File: src/rtl/core/stt_pkg.sv
// ----------------------------------------------------------------------------
// stt_pkg
// Shared types and constants of the spline tube tessellator.
// ----------------------------------------------------------------------------
`default_nettype none

package stt_pkg;

    // samples per span, a power of two from 1 to 16
    localparam int SUBDIVISIONS = 4;
    localparam int SUB_LOG2     = $clog2(SUBDIVISIONS);
    // sample denominator is 2 * SUBDIVISIONS^3
    localparam int DEN_LOG2     = 1 + 3 * SUB_LOG2;
    localparam int KW           = $clog2(SUBDIVISIONS + 1);
    // exact numerator width with headroom for the difference terms
    localparam int NW           = 39 + 3 * KW;
    localparam int RW           = NW - DEN_LOG2;
    localparam int QDEPTH       = 2;
    localparam int QAW          = (QDEPTH > 1) ? $clog2(QDEPTH) : 1;

    typedef logic signed [31:0] coord_t;
    typedef coord_t [2:0]       vec3_t;
    typedef logic [1:0]         cls_t;
    typedef logic signed [NW-1:0] acc_t;
    typedef acc_t [2:0]         acc3_t;
    typedef logic [NW-1:0]      wide_t;
    typedef logic [RW-1:0]      mag_t;
    typedef mag_t [2:0]         mag3_t;
    typedef logic [KW-1:0]      kcnt_t;
    typedef logic [QAW-1:0]     qptr_t;
    typedef logic [QAW:0]       qcnt_t;

    localparam kcnt_t K_LAST     = kcnt_t'(SUBDIVISIONS);
    localparam wide_t ROUND_HALF = wide_t'(1) << (DEN_LOG2 - 1);
    localparam mag_t  POS_LIMIT  = mag_t'(32'h7FFF_FFFF);
    localparam mag_t  NEG_LIMIT  = mag_t'(32'h8000_0000);
    localparam coord_t COORD_MAX = coord_t'(32'h7FFF_FFFF);
    localparam coord_t COORD_MIN = coord_t'(32'h8000_0000);

    typedef struct packed {
        vec3_t p0;
        vec3_t p1;
        vec3_t p2;
        vec3_t p3;
        cls_t  cls;
        logic  step_last;
    } span_job_t;

    typedef struct packed {
        vec3_t q;
        vec3_t p1;
        logic  first;
        logic  step_last;
        cls_t  cls;
    } sample_t;

    typedef struct packed {
        vec3_t s;
        vec3_t e;
        cls_t  cls;
        logic  last;
    } segment_t;

endpackage

`default_nettype wire

File: src/rtl/core/stt_emit.sv
// ----------------------------------------------------------------------------
// stt_emit
// Segment builder: pairs consecutive samples, drops flat segments, holds the
// newest segment until it is known whether it closes its point's run.
// ----------------------------------------------------------------------------
`default_nettype none

module stt_emit (
    input  logic                clk,
    input  logic                rst_n,
    input  logic                smp_valid,
    input  stt_pkg::sample_t    smp,
    output logic                smp_ready,
    output logic                seg_valid,
    output stt_pkg::segment_t   seg,
    input  logic                pop
);

    stt_pkg::vec3_t     prev_reg;
    logic               pend_valid_reg, pend_valid_next;
    logic               pend_closed_reg, pend_closed_next;
    stt_pkg::segment_t  pend_reg;
    logic               out_valid_reg, out_valid_next;
    stt_pkg::segment_t  out_reg;
    stt_pkg::vec3_t     ref_p;
    logic               moved, out_ready, drain, take;

    assign ref_p     = smp.first ? smp.p1 : prev_reg;
    assign moved     = (smp.q != ref_p);
    assign out_ready = !out_valid_reg || pop;
    assign drain     = pend_valid_reg && out_ready
                     && (pend_closed_reg || (smp_valid && moved));
    assign smp_ready = !moved || !pend_valid_reg || drain;
    assign take      = smp_valid && smp_ready;
    assign seg_valid = out_valid_reg;
    assign seg       = out_reg;

    always_comb
    begin
        out_valid_next   = out_valid_reg;
        pend_valid_next  = pend_valid_reg;
        pend_closed_next = pend_closed_reg;
        if (drain)
        begin
            out_valid_next  = 1'b1;
            pend_valid_next = 1'b0;
        end
        else if (pop)
        begin
            out_valid_next = 1'b0;
        end
        if (take && moved)
        begin
            pend_valid_next  = 1'b1;
            pend_closed_next = smp.step_last;
        end
        else if (take && smp.step_last)
        begin
            pend_closed_next = 1'b1;
        end
    end

    always_ff @(posedge clk or negedge rst_n)
    begin
        if (!rst_n)
        begin
            out_valid_reg   <= 1'b0;
            pend_valid_reg  <= 1'b0;
            pend_closed_reg <= 1'b0;
        end
        else
        begin
            out_valid_reg   <= out_valid_next;
            pend_valid_reg  <= pend_valid_next;
            pend_closed_reg <= pend_closed_next;
        end
    end

    always_ff @(posedge clk)
    begin
        if (take)
        begin
            prev_reg <= smp.q;
        end
        if (take && moved)
        begin
            pend_reg.s    <= ref_p;
            pend_reg.e    <= smp.q;
            pend_reg.cls  <= smp.cls;
            pend_reg.last <= 1'b0;
        end
        if (drain)
        begin
            out_reg.s    <= pend_reg.s;
            out_reg.e    <= pend_reg.e;
            out_reg.cls  <= pend_reg.cls;
            out_reg.last <= pend_closed_reg;
        end
    end

`ifndef NO_ASSERTIONS
    a_no_flat_segment: assert property (@(posedge clk) disable iff (!rst_n)
        out_valid_reg |-> (out_reg.s != out_reg.e))
        else $error("segment with equal endpoints reached the output");

    a_pend_loaded: assert property (@(posedge clk) disable iff (!rst_n)
        (take && moved) |=> pend_valid_reg)
        else $error("new segment not held after sample taken");

    a_closed_drains: assert property (@(posedge clk) disable iff (!rst_n)
        (pend_valid_reg && pend_closed_reg && out_ready) |=> out_valid_reg)
        else $error("closed segment did not move to the output");
`endif

endmodule

`default_nettype wire

File: config.mk
export PLATFORM = sky130hd
export DESIGN_NAME = stt_emit
export DESIGN_NICKNAME = d
export VERILOG_FILES = /design/src/rtl/core/stt_pkg.sv /design/src/rtl/core/stt_emit.sv
export SDC_FILE = /design/constraint.sdc
export NUM_CORES = 1
export LEC_CHECK = 0
export ABC_AREA = 1
export BUFFER_PORTS_ARGS = -buffer_cell sky130_fd_sc_hd__buf_4
export CELL_PAD_IN_SITES_DETAIL_PLACEMENT = 1
export CELL_PAD_IN_SITES_GLOBAL_PLACEMENT = 1
export CORE_ASPECT_RATIO = 0.6
export CORE_MARGIN = 4
export CORE_UTILIZATION = 40
export DETAILED_ROUTE_END_ITERATION = 10
export PLACE_DENSITY = 0.78
export RECOVER_POWER = 25
export SYNTH_ARGS = -nofsm -noshare
export SYNTH_HDL_FRONTEND = slang
export SYNTH_SLANG_ARGS = --single-unit
File: constraint.sdc
create_clock -name clk -period 13.1 [get_ports clk]
set_input_delay 0 -clock clk [delete_from_list [all_inputs] [get_ports clk]]
set_output_delay 0 -clock clk [all_outputs]
set_load 0.05 [all_outputs]
==> impl_metrics.ini, run 1 <==
[critical_path]
crit_required_ns = 13.27
r2r_setup_slack_ns = 8.86
crit_fanout = 132
slowest_delay_ns = 0.83
worstSetupEndpointType = register
path_buf_inv = 5
path_class = in2reg
worstRegToRegCells = 16
cpMostUsedCell = nand2_1
crit_chain = buf_4 -> inv_4 -> buf_4 -> nand2_1 -> nand2_1 -> nand2_1 -> nand2_1 -> a21oi_1 -> nand2_1 -> nor2_1 -> nand2_1 -> nor2_1 -> nand3_1 -> nand2_1 -> nand2_1 -> nand2_2 -> nand2_1 -> nand2_1 -> inv_8 -> buf_4
reg2reg_from = prev_reg[40]$_DFFE_PN_
slowest_stage = buf_4
worst-endpoint-arrival_ns = 5.13
r2r_end = pend_reg[147]$_DFFE_PP_
start_kind = primary input
critical_path.top_delay_family = buffers and inverters

[synthesis]
ys_warn_count = 0
yosysUniqueCellTypes = 16
yosys-top-cells-area = edfxtp_1 (81%), nand2_1 (11%), nand3_1 (2.8%)
syn_area_mm2 = 0.0179
yosys.area.top_type = edfxtp_1
avgSynthCellArea_um2 = 13.8
synth_most_common_cell = nand2_1
synthCells = 1296
synth-edff-count = 485
ys_ff_latch = 488
netlist.area_leader.share_pct = 81.4
ys_async_sr_fraction_pct = 0.615
syn-num-nets = 1496
synth-seq-area-share_pct = 81.8
netlist_top_cells_count = nand2_1 (512), edfxtp_1 (485), inv_1 (105)
synth_flop_cell = edfxtp_1

[route]
dr_wl_met3_um = 2620
firstDrtPassIters = 5
finalWirelength_um = 57100
drt-initial-drc-count = 840
remaining_drc_errors = 0
via_count = 12400
viasPerCell = 4.87
wl_per_cell_um = 22.4
wl_met2_um = 30300
top_layer = met5
drt-met1-wl_um = 22600
ant_nets = 0

[cells_and_area]
area_growth_pct = 37.8
stdcell_area_mm2 = 0.0246
nets = 2125
largest_reg_flops = 195
layout-drive-gt1-share_pct = 19.2
fillers = 4456

[clock_network]
cts_sinks = 488
postCtsSetupRepairBufs = 0
cts_buffer_depth = 3
cts_root_buffer = clkbuf_16
clk_latency_ns = 0.56
cts_tree = done
numCtsBuffers = 46
clk_pin_slew_ns = 0.07
htree_num_levels = 2

[sta]
clock_skew_ns = 0.0199
setup-tns-final_ns = 0
hold_viol_final = 0
period_needed_ns = 4.96
worst_pin_slew_ns = 1.10
fmax_mhz = 202
setup_viol = 0
finalCritPeriodShare_pct = 37.9
rsz0062_at_grt = false
max_slew_margin_pct = 26.7
final_max_slew_viol_count = 0

[global_routing]
grt_pass1_wl_um = 83900
track_usage_pct = 23.2
antenna_found_initial = 7
grt_pass1_vias = 14000
overflow = 0
grt_max_degree = 133

[power]
max-vdd-ir-drop_uv = 109
finalPower_mw = 4.91
p_leak_nw = 10.2
p_per_area_mw_per_mm2 = 199

[floorplanning]
die_y_um = 172
dieArea_mm2 = 0.0483
die_w_um = 281
ioPinCount = 397
start_util_pct = 40.9
rows = 59
core-area_mm2 = 0.0438

[placement]
port_buffers = 396
gp_congestion = 0.783
placed_cell_area_mm2 = 0.0215
hpwl_um = 35600

[min_path]
hp-class = in2reg
min_from = smp[3]
worstHoldPathCells = 3
hold_end = pend_reg[184]$_DFFE_PP_

[status]
status = finished, final reports clean

[run]
cap_violations = 0
## layer usage
metal	up-vias	global-route usage, %
met3	95	4.65
met1	6278	27.3
li1	5704	-
met2	324	43.4
met5	-	0
met4	2	6.73
## worst register-to-register path, stage by stage, from the launching register on
cell,delay [ns]
edfxtp_1,0.37
nand2_1,0.10
nand2_1,0.11
nand2_1,0.08
a21oi_1,0.18
nand2_1,0.15
nor2_1,0.05
nand2_1,0.20
nor2_1,0.11
nand3_1,0.13
nand2_1,0.10
nand2_1,0.09
nand2_2,0.14
nand2_1,0.12
nand2_1,0.16
inv_8,0.77
buf_4,0.96
## layout by cell type, fill, tap and decap left out
cell           count
nand2_1          512
edfxtp_1         485
buf_4            303
dlygate4sd3_1    200
clkbuf_1         104
inv_1            103
nand3_1           99
nor2_1            56
clkbuf_16         49
clkinv_1          11
clkinv_2           8
a21oi_1            7
diode_2            6
clkbuf_8           4
dfrtp_1            3
nand2_2            2
o21ai_0            2
inv_8              2
bufinv_16          2
clkinvlp_4         2
clkbuf_4           2
inv_4              1
nand3b_1           1
and2_1             1
a21boi_4           1
inv_6              1
## through the flow
step	utilization (%)	cells	hold WS, ns	setup slack [ns]
after CTS	57.1	2540	0.146	8.11
final	56.3	2546	0.159	8.14
after floorplan	-	1296	-0.296	4.24
after detailed placement	49.1	2256	-0.195	7.53
after global placement	49.1	2256	-0.195	7.74
after global routing	56.3	2545	0.160	7.75
## what timing repair did
item                      in CTS  in global routing
hold endpoints to repair     296                  0
resized for setup              0                  0
hold buffers                 200                  0
## layout make-up
class	instances	area, µm²	share of cell area [%]
clock buffer	60	1310	5.31
timing repair buffer	602	4660	18.9
sequential	488	14600	59.4
tap	579	724	2.94
antenna	6	15.0	0.0609
multi-input combinational	681	2720	11.0
clock inverter	24	165	0.670
inverter	106	415	1.69
## worst max path at each step
stage	to	slack, ns	cells past startpoint	startpoint
finish	pend_reg[147]$_DFFE_PP_	8.14	20	smp[3]
detailed placement	pend_reg[57]$_DFFE_PP_	7.53	20	smp[3]
CTS	pend_reg[84]$_DFFE_PP_	8.11	20	smp[3]
floorplan	prev_reg[0]$_DFFE_PN_	4.24	15	smp[3]
global route	pend_reg[147]$_DFFE_PP_	7.75	20	smp[3]
global placement	pend_reg[153]$_DFFE_PP_	7.74	20	smp[3]
## cells by family after synthesis
kind of cell | share of synthesized area, %
and+or+nand+nor | 14.8
DFF | 81.8
buffers and inverters | 3.03
AOI/OAI and AO/OA | 0.294
## power by group
part           total (mW)  internal (mW)  switching, mW
Sequential           2.27           2.16          0.108
Clock                1.34          0.743          0.596
Combinational        1.30          0.307          0.994
No activity file was read; power rests on OpenSTA's default activity.
==> inputs of run 2 (changes only) <==
CORE_UTILIZATION = 39   (was 40)
PLACE_DENSITY = 0.79   (was 0.78)
clock period = 4 ns   (was 13.1 ns; I/O delays follow)
==> impl_metrics.ini, run 2 (synthesized netlist as in run 1, its figures left out) <==
[sta]
finalCritPeriodShare_pct = 93.2
whs_ns = 0.132
setup_viol = 0
hold_viol_final = 0
fmax_mhz = 268
clock_skew_ns = 0.0180
max_slew_margin_pct = 14.4
rsz0062_at_grt = false
period_needed_ns = 3.73
setup-tns-final_ns = 0
final_max_slew_viol_count = 0
worst_pin_slew_ns = 1.28

[global_routing]
grt_pass1_vias = 13900
track_usage_pct = 22.7
met2_usage_pct = 41.6
grt_pass1_wl_um = 85200
overflow = 0
grt_use_met3_pct = 4.31
grt.busiest_layer = met2
antenna_found_initial = 7
grt_util_met1_pct = 27.2
grt_max_degree = 109

[power]
max-vdd-ir-drop_uv = 520
p_per_area_mw_per_mm2 = 652
finalPower_mw = 16.2
p_leak_nw = 10.2

[route]
drt-initial-drc-count = 901
viasPerCell = 4.88
finalWirelength_um = 57200
firstDrtPassIters = 5
ant_nets = 0
via_count = 12500
remaining_drc_errors = 0
wl_per_cell_um = 22.3

[clock_network]
cts_sinks = 488
numCtsBuffers = 47
clk_latency_ns = 0.55
ctsResizeCount = 0
postCtsSetupRepairBufs = 0
clk_pin_slew_ns = 0.06
cts_root_buffer = clkbuf_16
cts_buffer_depth = 3
htree_num_levels = 2
cts_tree = done

[cells_and_area]
stdcell_area_mm2 = 0.0248
layout_common_cells = nand2_1 (504), edfxtp_1 (485), buf_4 (305)
nets = 2136
layout-drive-gt1-share_pct = 19.6
largest_reg_flops = 195
area_growth_pct = 38.8
layout_commonest_cell = nand2_1

[floorplanning]
die_y_um = 174
rows = 60
dieArea_mm2 = 0.0495
die_w_um = 284
core-area_mm2 = 0.0450
ioPinCount = 397
start_util_pct = 39.7

[critical_path]
crit_fanout = 5
slowest_delay_ns = 0.57
worstSetupEndpointType = register
cpMostUsedCell = nand2_1
crit_chain = nand2_1 -> nand2_1 -> nand2_1 -> nand2_1 -> nor2_1 -> nand2_1 -> nor2_1 -> nand2_1 -> nor2_1 -> nand3_1 -> nand2_1 -> nand2_1 -> nand2_2 -> nand2_1 -> nand3_1 -> dlygate4sd3_1 -> nand2_1 -> dlygate4sd3_1
crit_required_ns = 4.42
path_class = reg2reg
worst-endpoint-arrival_ns = 4.15
slowest_stage = dlygate4sd3_1
start_kind = register

[placement]
port_buffers = 396
placed_cell_area_mm2 = 0.0217
gp_congestion = 0.809
hpwl_um = 36100

[min_path]
hp-class = in2reg

[run]
cap_violations = 0

[status]
status = finished, final reports clean
run 2: where the power goes:
part | switching (mW) | leakage (nW) | internal [mW]
Clock | 1.91 | 0.722 | 2.54
Combinational | 3.21 | 4.86 | 1.06
Sequential | 0.409 | 4.64 | 7.07
run 2: final timing paths:
kind | cells past startpoint | end | startpoint | slack (ns)
min in group asynchronous | 3 | pend_valid_reg$_DFFE_PN0P_ | rst_n | 0.44
hold reg to reg | 0 | seg[17]$_DFFE_PP_ | pend_reg[17]$_DFFE_PP_ | 0.41
setup reg to reg | 18 | pend_closed_reg$_DFFE_PN0P_ | prev_reg[11]$_DFFE_PN_ | 0.27
max in group asynchronous | 3 | pend_closed_reg$_DFFE_PN0P_ | rst_n | 3.39
hold / removal | 4 | pend_reg[190]$_DFFE_PP_ | smp[3] | 0.13
setup / recovery | 18 | pend_closed_reg$_DFFE_PN0P_ | prev_reg[11]$_DFFE_PN_ | 0.27
run 2: cell type report:
cell class | instances | area (µm²)
diodes | 7 | 17.5
clock buffers | 59 | 1260
clock inverters | 22 | 219
fillers | 4559 | 20200
inverters | 106 | 410
multi-input cells | 681 | 2740
flip-flops and latches | 488 | 14600
well taps | 589 | 737
repair buffers | 612 | 4810
run 2: metal layers:
metal  vias up  routed length (µm)
li1       5724                   -
met1      6282               22300
met2       412               29900
met3       106                3060
met4         0                1830
met5         -                   0
run 2: worst max-delay path: cells and delay by family, from the launching register on:
family	cells	cell delay [ns]
AND/OR/NAND/NOR	16	2.07
buffers and inverters	2	1.13
flip-flops	1	0.41
run 2: repair_timing:
action,in CTS,in global routing
hold endpoints to repair,296,0
setup endpoints to repair,0,0
hold buffers,202,0
run 2: stage by stage:
step | std cells | util, % | setup WS [ns]
2_1_floorplan | 1296 | - | -0.745
3_3_place_gp | 2274 | 48.1 | 0.468
3_5_place_dp | 2274 | 48.1 | 0.394
4_1_cts | 2557 | 55.9 | 0.368
5_1_grt | 2564 | 55.1 | 0.0402
6_report | 2564 | 55.1 | 0.272
