===== src/rtl/core/stt_pkg.sv =====
// ----------------------------------------------------------------------------
// stt_pkg
// Shared types and constants of the spline tube tessellator.
// ----------------------------------------------------------------------------
`default_nettype none

package stt_pkg;

    // samples per span, a power of two from 1 to 16
    localparam int SUBDIVISIONS = 4;
    localparam int SUB_LOG2     = $clog2(SUBDIVISIONS);
    // sample denominator is 2 * SUBDIVISIONS^3
    localparam int DEN_LOG2     = 1 + 3 * SUB_LOG2;
    localparam int KW           = $clog2(SUBDIVISIONS + 1);
    // exact numerator width with headroom for the difference terms
    localparam int NW           = 39 + 3 * KW;
    localparam int RW           = NW - DEN_LOG2;
    localparam int QDEPTH       = 2;
    localparam int QAW          = (QDEPTH > 1) ? $clog2(QDEPTH) : 1;

    typedef logic signed [31:0] coord_t;
    typedef coord_t [2:0]       vec3_t;
    typedef logic [1:0]         cls_t;
    typedef logic signed [NW-1:0] acc_t;
    typedef acc_t [2:0]         acc3_t;
    typedef logic [NW-1:0]      wide_t;
    typedef logic [RW-1:0]      mag_t;
    typedef mag_t [2:0]         mag3_t;
    typedef logic [KW-1:0]      kcnt_t;
    typedef logic [QAW-1:0]     qptr_t;
    typedef logic [QAW:0]       qcnt_t;

    localparam kcnt_t K_LAST     = kcnt_t'(SUBDIVISIONS);
    localparam wide_t ROUND_HALF = wide_t'(1) << (DEN_LOG2 - 1);
    localparam mag_t  POS_LIMIT  = mag_t'(32'h7FFF_FFFF);
    localparam mag_t  NEG_LIMIT  = mag_t'(32'h8000_0000);
    localparam coord_t COORD_MAX = coord_t'(32'h7FFF_FFFF);
    localparam coord_t COORD_MIN = coord_t'(32'h8000_0000);

    typedef struct packed {
        vec3_t p0;
        vec3_t p1;
        vec3_t p2;
        vec3_t p3;
        cls_t  cls;
        logic  step_last;
    } span_job_t;

    typedef struct packed {
        vec3_t q;
        vec3_t p1;
        logic  first;
        logic  step_last;
        cls_t  cls;
    } sample_t;

    typedef struct packed {
        vec3_t s;
        vec3_t e;
        cls_t  cls;
        logic  last;
    } segment_t;

endpackage

`default_nettype wire


===== src/rtl/core/stt_front.sv =====
// ----------------------------------------------------------------------------
// stt_front
// Point front end: keeps the trace history and turns each point into zero,
// one or two span jobs.
// ----------------------------------------------------------------------------
`default_nettype none

module stt_front (
    input  logic                    clk,
    input  logic                    rst_n,
    input  logic                    push,
    output logic                    full,
    input  logic signed [31:0]      point_x,
    input  logic signed [31:0]      point_y,
    input  logic signed [31:0]      point_z,
    input  logic [1:0]              span_class,
    input  logic                    trace_end,
    output logic                    job_push,
    output stt_pkg::span_job_t      job,
    input  logic                    job_full
);

    stt_pkg::vec3_t     hist_reg [3];
    stt_pkg::cls_t      hist_cls_reg [3];
    logic [1:0]         count_reg, count_next;
    logic               held_valid_reg, held_valid_next;
    stt_pkg::span_job_t held_job_reg;
    stt_pkg::vec3_t     new_p;
    stt_pkg::span_job_t job_a, job_b;
    logic               accept, has_a, has_b;

    assign full   = job_full || held_valid_reg;
    assign accept = push && !full;
    assign has_a  = (count_reg >= 2'd2);
    assign has_b  = trace_end && (count_reg != 2'd0);

    always_comb
    begin
        new_p[0] = point_x;
        new_p[1] = point_y;
        new_p[2] = point_z;

        job_a.p0        = (count_reg == 2'd3) ? hist_reg[0] : hist_reg[1];
        job_a.p1        = hist_reg[1];
        job_a.p2        = hist_reg[2];
        job_a.p3        = new_p;
        job_a.cls       = hist_cls_reg[1];
        job_a.step_last = !has_b;

        job_b.p0        = (count_reg >= 2'd2) ? hist_reg[1] : hist_reg[2];
        job_b.p1        = hist_reg[2];
        job_b.p2        = new_p;
        job_b.p3        = new_p;
        job_b.cls       = hist_cls_reg[2];
        job_b.step_last = 1'b1;
    end

    // second job of a point waits in the held register until the queue has room
    always_comb
    begin
        job_push        = 1'b0;
        job             = job_a;
        held_valid_next = held_valid_reg;
        count_next      = count_reg;
        if (held_valid_reg)
        begin
            job = held_job_reg;
            if (!job_full)
            begin
                job_push        = 1'b1;
                held_valid_next = 1'b0;
            end
        end
        else if (accept)
        begin
            job_push        = has_a || has_b;
            job             = has_a ? job_a : job_b;
            held_valid_next = has_a && has_b;
        end
        if (accept)
        begin
            if (trace_end)
            begin
                count_next = 2'd0;
            end
            else if (count_reg != 2'd3)
            begin
                count_next = count_reg + 2'd1;
            end
        end
    end

    always_ff @(posedge clk or negedge rst_n)
    begin
        if (!rst_n)
        begin
            count_reg      <= 2'd0;
            held_valid_reg <= 1'b0;
            for (int i = 0; i < 3; i++)
            begin
                hist_reg[i]     <= '0;
                hist_cls_reg[i] <= '0;
            end
        end
        else
        begin
            count_reg      <= count_next;
            held_valid_reg <= held_valid_next;
            if (accept)
            begin
                hist_reg[0]     <= hist_reg[1];
                hist_reg[1]     <= hist_reg[2];
                hist_reg[2]     <= new_p;
                hist_cls_reg[0] <= hist_cls_reg[1];
                hist_cls_reg[1] <= hist_cls_reg[2];
                hist_cls_reg[2] <= span_class;
            end
        end
    end

    always_ff @(posedge clk)
    begin
        if (accept && has_a && has_b)
        begin
            held_job_reg <= job_b;
        end
    end

`ifndef NO_ASSERTIONS
    a_held_after_end: assert property (@(posedge clk) disable iff (!rst_n)
        held_valid_reg |-> (count_reg == 2'd0))
        else $error("second span job held while trace not empty");
`endif

endmodule

`default_nettype wire


===== config.mk =====
export PLATFORM = sky130hd
export DESIGN_NAME = stt_front
export DESIGN_NICKNAME = d
export VERILOG_FILES = /design/src/rtl/core/stt_pkg.sv /design/src/rtl/core/stt_front.sv
export SDC_FILE = /design/constraint.sdc
export NUM_CORES = 1
export LEC_CHECK = 0
export ABC_CLOCK_PERIOD_IN_PS = 10200
export BUFFER_PORTS_ARGS = -buffer_cell sky130_fd_sc_hd__buf_2
export CAP_MARGIN = 20
export CORE_MARGIN = 5
export CORE_UTILIZATION = 46
export DETAILED_ROUTE_END_ITERATION = 6
export MAX_ROUTING_LAYER = met4
export PLACE_DENSITY = 0.69
export SYNTH_ARGS = -nofsm -noshare
export SYNTH_HDL_FRONTEND = slang
export SYNTH_SLANG_ARGS = --single-unit

===== constraint.sdc =====
create_clock -name clk -period 10.2 [get_ports clk]
set_input_delay 1.53 -clock clk [delete_from_list [all_inputs] [get_ports clk]]
set_output_delay 1.53 -clock clk [all_outputs]
set_load 0.03 [all_outputs]

==> impl_metrics.csv, run 1 <==
group,metric,value,unit
run_status,status,"finished clean",
yosys,syn_area,29200,um2
sta,rsz0062_at_grt,"false",
grt,grt_pass1_vias,22310,
layout,layoutNonFillerInstCount,4137,
power,peakVddDrop,0.1689,mV
critical_path,critPathMaxFanout,95,
clock_tree,cts.clk_slew.worst_paths,0.06,ns
critical_path,r2r_start,"held_valid_reg",
sta,fin_skew,0.02238,ns
sta,final_hold_viol_count,0,
sta,worstMarginPinSlew,1.337,ns
clock_tree,cts.sinks,585,
layout,largest_reg_flops,290,
sta,maxSlewHeadroom,10.88,%
critical_path,r2r-end,"held_job_reg[353]",
layout,layout_commonest_cell,"nand2_1",
clock_tree,cts_buffers,66,
clock_tree,cts_resized,0,
critical_path,r2r_slack,5.91,ns
hold_path,holdCritStartpoint,"hist_cls_reg[2]",
power,p_per_area,275.6,nW/um2
yosys,ys_types,32,
clock_tree,cts_max_level,3,
critical_path,crit_required,8.67,ns
clock_tree,post_cts_buffers,0,
yosys,syn_avg_cell_area,9.982,um2
place,place_ws,4.236,ns
critical_path,path_class,"flip-flop to output pin",
routing,routed_via_density,5.787,
floorplan,rows,92,
layout,design_area,33990,um2
sta,max_freq,158.7,MHz
layout,n_fill_cell,5623,
layout,nets,3343,
floorplan,die_w,261.9,um
layout,syn_to_final_growth,16.42,%
routing,drt_iter0_drc,2259,
routing,drt_wl_total,84990,um
sta,setup_slack,3.898,ns
sta,slew_viol_final,0,
clock_tree,holdBufCountCts,0,
hold_path,min_path_cells,2,
power,leakage,14.10,nW
power,p_switching,4.024,mW
sta,report.final.setup_viol,0,
floorplan,core_area,62970,um2
layout,drive_above_1_share,21.80,%
sta,layout_min_cycle_time,6.302,ns
sta,whs,0.4661,ns
place,dp.cells,4014,
yosys,synth_cells,2925,
grt,antenna_found_initial,2,
layout,final_util,53.98,%
grt,grt_pass1_wl,131100,um
clock_tree,clock_path_buffers,3,
place,dp_hpwl,51910,um
power,p_clk_share,24.8,%
power,p_sw_share,42.95,%
clock_tree,clk_latency,0.59,ns
routing,vias,23940,
yosys,synth_edf_count,290,
critical_path,critPathLaunchType,"flip-flop",
power,seqPwrFrac,33.6,%
sta,fin_tns_setup,0,ns
hold_path,hold_path_end,"hist_cls_reg[2]",
yosys,synth_ff_type,"dfrtp_1",
place,place_area,31870,um2
routing,drt-pass1-iter-count,5,
layout,mostFrequentLayoutCells,"nand2_1, buf_2, o21ai_0, dfrtp_1, edfxtp_1",
critical_path,arrival,4.77,ns
floorplan,dieHeight,261.9,um
critical_path,crit_path_end_kind,"output pin",
yosys,yosysSeqAreaShare,55.11,%
grt,grt_max_degree,188,
place,place.gp.congestion,0.8376,
floorplan,die_area,68610,um2
clock_tree,clock-root-buffer,"clkbuf_16",
grt,grt-ovfl-total,0,
routing,drc,0,
critical_path,worst_r2r_path_depth,5,
floorplan,start_util,46.37,%
yosys,ys_ff_latch,585,
place,port_buffers,491,
yosys,ys_async_sr_fraction,50.43,%
sta,min_period_over_period,61.78,%
grt,grtUsageTotal,24.49,%
power,comb_power_share,41.6,%
yosys,yosys_warnings,0,
floorplan,ios,492,
power,power.total,9.370,mW
routing,wire_per_inst,20.54,um
run,maxCapViolations,0,
hold_path,hold_path.class,"flip-flop to flip-flop",
routing,ant_nets,0,
yosys,syn_nets,3031,
power,p_int,5.346,mW
clock_tree,cts_tree,"yes",
[worst max-delay path by stage]
stage,startpoint,endpoint,slack (ns),cells after the start
after floorplan,job_full,held_job_reg[10],0.72,3
after global placement,push,job[221],4.22,7
after detailed placement,job_full,job[123],4.24,6
after CTS,held_valid_reg,job[160],3.90,6
after global routing,held_valid_reg,job[160],3.58,6
final,held_valid_reg,job[191],3.90,6
[power groups by stage]
| stage | clock network (mW) | logic [mW] | registers (mW) |
|---|---|---|---|
| after floorplan | 0 | 2.80 | 3.11 |
| after global placement | 0 | 3.86 | 3.18 |
| after detailed placement | 0 | 3.89 | 3.19 |
| after CTS | 2.38 | 3.90 | 3.15 |
| after global routing | 2.47 | 4.17 | 3.19 |
| final | 2.33 | 3.90 | 3.15 |
[area by class of cell]
cell class | instances | area [um2] | share of cell area (%)
Antenna cell | 2 | 5.005 | 0.01472
Clock buffer | 98 | 1886 | 5.547
Clock inverter | 22 | 215.2 | 0.6331
Inverter | 196 | 743.2 | 2.186
Multi-Input combinational cell | 1866 | 11190 | 32.92
Sequential cell | 585 | 16090 | 47.35
Tap cell | 846 | 1059 | 3.114
Timing Repair Buffer | 522 | 2800 | 8.238
[cells by family after synthesis]
logic type,count (synthesis),synth area share (%)
AO/OA/AOI/OAI,973,24.01
adder cells (fa/ha/maj),3,0.1286
multiplexers,96,3.291
AND/OR/NAND/NOR,794,10.76
buffers and inverters,474,6.698
flip-flops,585,55.11
[worst max-delay path, stage by stage (launching register included)]
cell      delay, ns
dfrtp_4        0.86
buf_4          0.81
buf_4          0.74
buf_4          0.83
nand2_1        0.29
o311ai_1       0.16
buf_2          0.25
[per-layer routing]
layer	routed length (um)	vias to the layer above	track usage [%]
met5	0	-	-
met4	2768	0	7.813
met3	5610	154	4.583
met2	39040	842	36.44
met1	37580	11740	34.41
li1	-	11210	-
[Yosys cell counts (all sizes together), types with 96 or more instances]
master | number | area (um2)
a2bb2oi | 98 | 858.3
a31oi | 98 | 613.1
clkbuf | 201 | 754.5
dfrtp | 295 | 7382
edfxtp | 290 | 8708
inv | 196 | 735.7
mux2i | 96 | 960.9
nand2 | 685 | 2571
nand3 | 98 | 490.5
o211ai | 96 | 1166
o21ai | 484 | 2422
o221a | 96 | 1081
o311ai | 96 | 840.8
Power figures use the tool's default switching activity.
==> run 2, diff against run 1 <==
--- a/config.mk
+++ b/config.mk
@@ -5,14 +5,14 @@
 export SDC_FILE = /design/constraint.sdc
 export NUM_CORES = 1
 export LEC_CHECK = 0
-export ABC_CLOCK_PERIOD_IN_PS = 10200
+export ABC_CLOCK_PERIOD_IN_PS = 5110
 export BUFFER_PORTS_ARGS = -buffer_cell sky130_fd_sc_hd__buf_2
 export CAP_MARGIN = 20
 export CORE_MARGIN = 5
 export CORE_UTILIZATION = 46
 export DETAILED_ROUTE_END_ITERATION = 6
 export MAX_ROUTING_LAYER = met4
-export PLACE_DENSITY = 0.69
+export PLACE_DENSITY = 0.72
 export SYNTH_ARGS = -nofsm -noshare
 export SYNTH_HDL_FRONTEND = slang
 export SYNTH_SLANG_ARGS = --single-unit
==> constraint.sdc (replaced) <==
create_clock -name clk -period 5.11 [get_ports clk]
set_input_delay 0.7665 -clock clk [delete_from_list [all_inputs] [get_ports clk]]
set_output_delay 0.7665 -clock clk [all_outputs]
set_load 0.03 [all_outputs]
==> impl_metrics.csv, run 2 (same netlist as run 1, synthesis figures left out) <==
group,metric,value,unit
run_status,status,"finished clean",
power,peakVddDrop,0.4565,mV
power,leakage,14.21,nW
clock_tree,clk_latency,0.64,ns
power,power.total,18.76,mW
clock_tree,cts_buffers,61,
critical_path,path_class,"flip-flop to output pin",
clock_tree,clock_path_buffers,3,
floorplan,core_area,62970,um2
routing,wire_per_inst,20.65,um
place,place.gp.congestion,0.9198,
routing,drc,0,
routing,drt-pass1-iter-count,5,
critical_path,critPathMaxFanout,119,
hold_path,hold_path.class,"input port to async pin",
power,p_clk_share,25.0,%
critical_path,r2r_start,"count_reg[0]",
routing,drt_iter0_drc,2528,
sta,fin_tns_setup,0,ns
clock_tree,cts.sinks,585,
floorplan,rows,92,
routing,ant_nets,0,
power,p_sw_share,42.98,%
layout,seqCellArea,16090,um2
grt,grt_pass1_wl,133600,um
critical_path,critPathLaunchType,"flip-flop",
routing,routed_via_density,5.857,
sta,whs,0.2114,ns
sta,final_hold_viol_count,0,
power,p_int,10.70,mW
power,comb_power_share,41.6,%
grt,grt_pass1_vias,22770,
clock_tree,holdBufCountCts,0,
sta,rsz0062_at_grt,"false",
floorplan,die_area,68610,um2
clock_tree,cts.clk_slew.worst_paths,0.07,ns
sta,fin_skew,0.03363,ns
clock_tree,cts_resized,0,
layout,largest_reg_flops,290,
sta,min_period_over_period,82.41,%
sta,maxSlewHeadroom,25.51,%
critical_path,cp-startpoint,"held_valid_reg",
grt,grt-ovfl-total,0,
routing,drt_wl_total,85560,um
layout,multi_input_area,11190,um2
power,seqPwrFrac,33.4,%
sta,worstMarginPinSlew,1.117,ns
critical_path,crit_required,4.34,ns
routing,vias,24270,
place,place_ws,1.416,ns
layout,syn_to_final_growth,17.18,%
critical_path,crit_path_end_kind,"output pin",
clock_tree,clock-root-buffer,"clkbuf_16",
clock_tree,cts_tree,"yes",
grt,grtUsageTotal,24.80,%
layout,layout_commonest_cell,"nand2_1",
layout,n_fill_cell,5541,
run,maxCapViolations,0,
floorplan,die_w,261.9,um
critical_path,arrival,3.44,ns
clock_tree,cts_max_level,2,
sta,setup_slack,0.8989,ns
place,dp_hpwl,53010,um
power,p_per_area,548.3,nW/um2
sta,layout_min_cycle_time,4.211,ns
sta,max_freq,237.5,MHz
floorplan,dieHeight,261.9,um
power,p_switching,8.063,mW
place,port_buffers,491,
layout,nets,3346,
layout,drive_above_1_share,22.44,%
grt,antenna_found_initial,2,
sta,report.final.setup_viol,0,
floorplan,ios,492,
floorplan,start_util,46.37,%
layout,mostFrequentLayoutCells,"nand2_1, buf_2, o21ai_0, dfrtp_1, edfxtp_1",
sta,slew_viol_final,0,
clock_tree,post_cts_buffers,0,
grt,grt_max_degree,225,
run 2: path summary, 6_finish.rpt:
check	end	slack (ns)	cells past startpoint
worst max-delay path	job[268]	0.90	5
worst min-delay path	hist_reg[57]	0.21	1
worst max register to register	held_job_reg[28]	1.84	6
worst min register to register	hist_reg[208]	0.47	2
max in group asynchronous	hist_reg[219]	3.67	2
min in group clk	hist_cls_reg[1]	0.33	3
run 2: metrics by stage:
step / cell area, um2 / cells / utilization [%]
after floorplan: 29200 / 2925 / -
after global placement: 32070 / 4023 / 50.93
after detailed placement: 32070 / 4023 / 50.93
after CTS: 34200 / 4139 / 54.31
after global routing: 34200 / 4141 / 54.32
final: 34210 / 4144 / 54.33
run 2: routing by layer:
metal | wire (um) | vias up | track usage [%]
met3 | 6641 | 153 | 4.151
met2 | 39270 | 973 | 36.55
met5 | 0 | - | -
met4 | 2418 | 0 | 7.116
li1 | - | 11230 | -
met1 | 37230 | 11920 | 35.82
run 2: area by class of cell:
type                            count  share of cell area, %
Timing Repair Buffer              530                  8.726
Inverter                          196                  2.172
Clock inverter                     38                  1.247
Antenna cell                        5                0.03657
Clock buffer                       78                  4.974
Sequential cell                   585                  47.04
Tap cell                          846                  3.094
Multi-Input combinational cell   1866                  32.71
run 2: worst max-delay path, cell delays in order, from the launching register on:
cell	delay (ns)
dfrtp_4	0.58
buf_12	0.29
inv_8	0.65
buf_4	0.47
a2bb2oi_1	0.35
buf_2	0.29
run 2: power groups by stage:
stage / logic (mW) / registers, mW / clock network, mW
2_1_floorplan: 5.60 / 6.19 / 0
3_3_place_gp: 7.75 / 6.33 / 0
3_5_place_dp: 7.80 / 6.35 / 0
4_1_cts: 7.84 / 6.26 / 4.78
5_1_grt: 8.37 / 6.36 / 4.98
6_report: 7.81 / 6.27 / 4.68
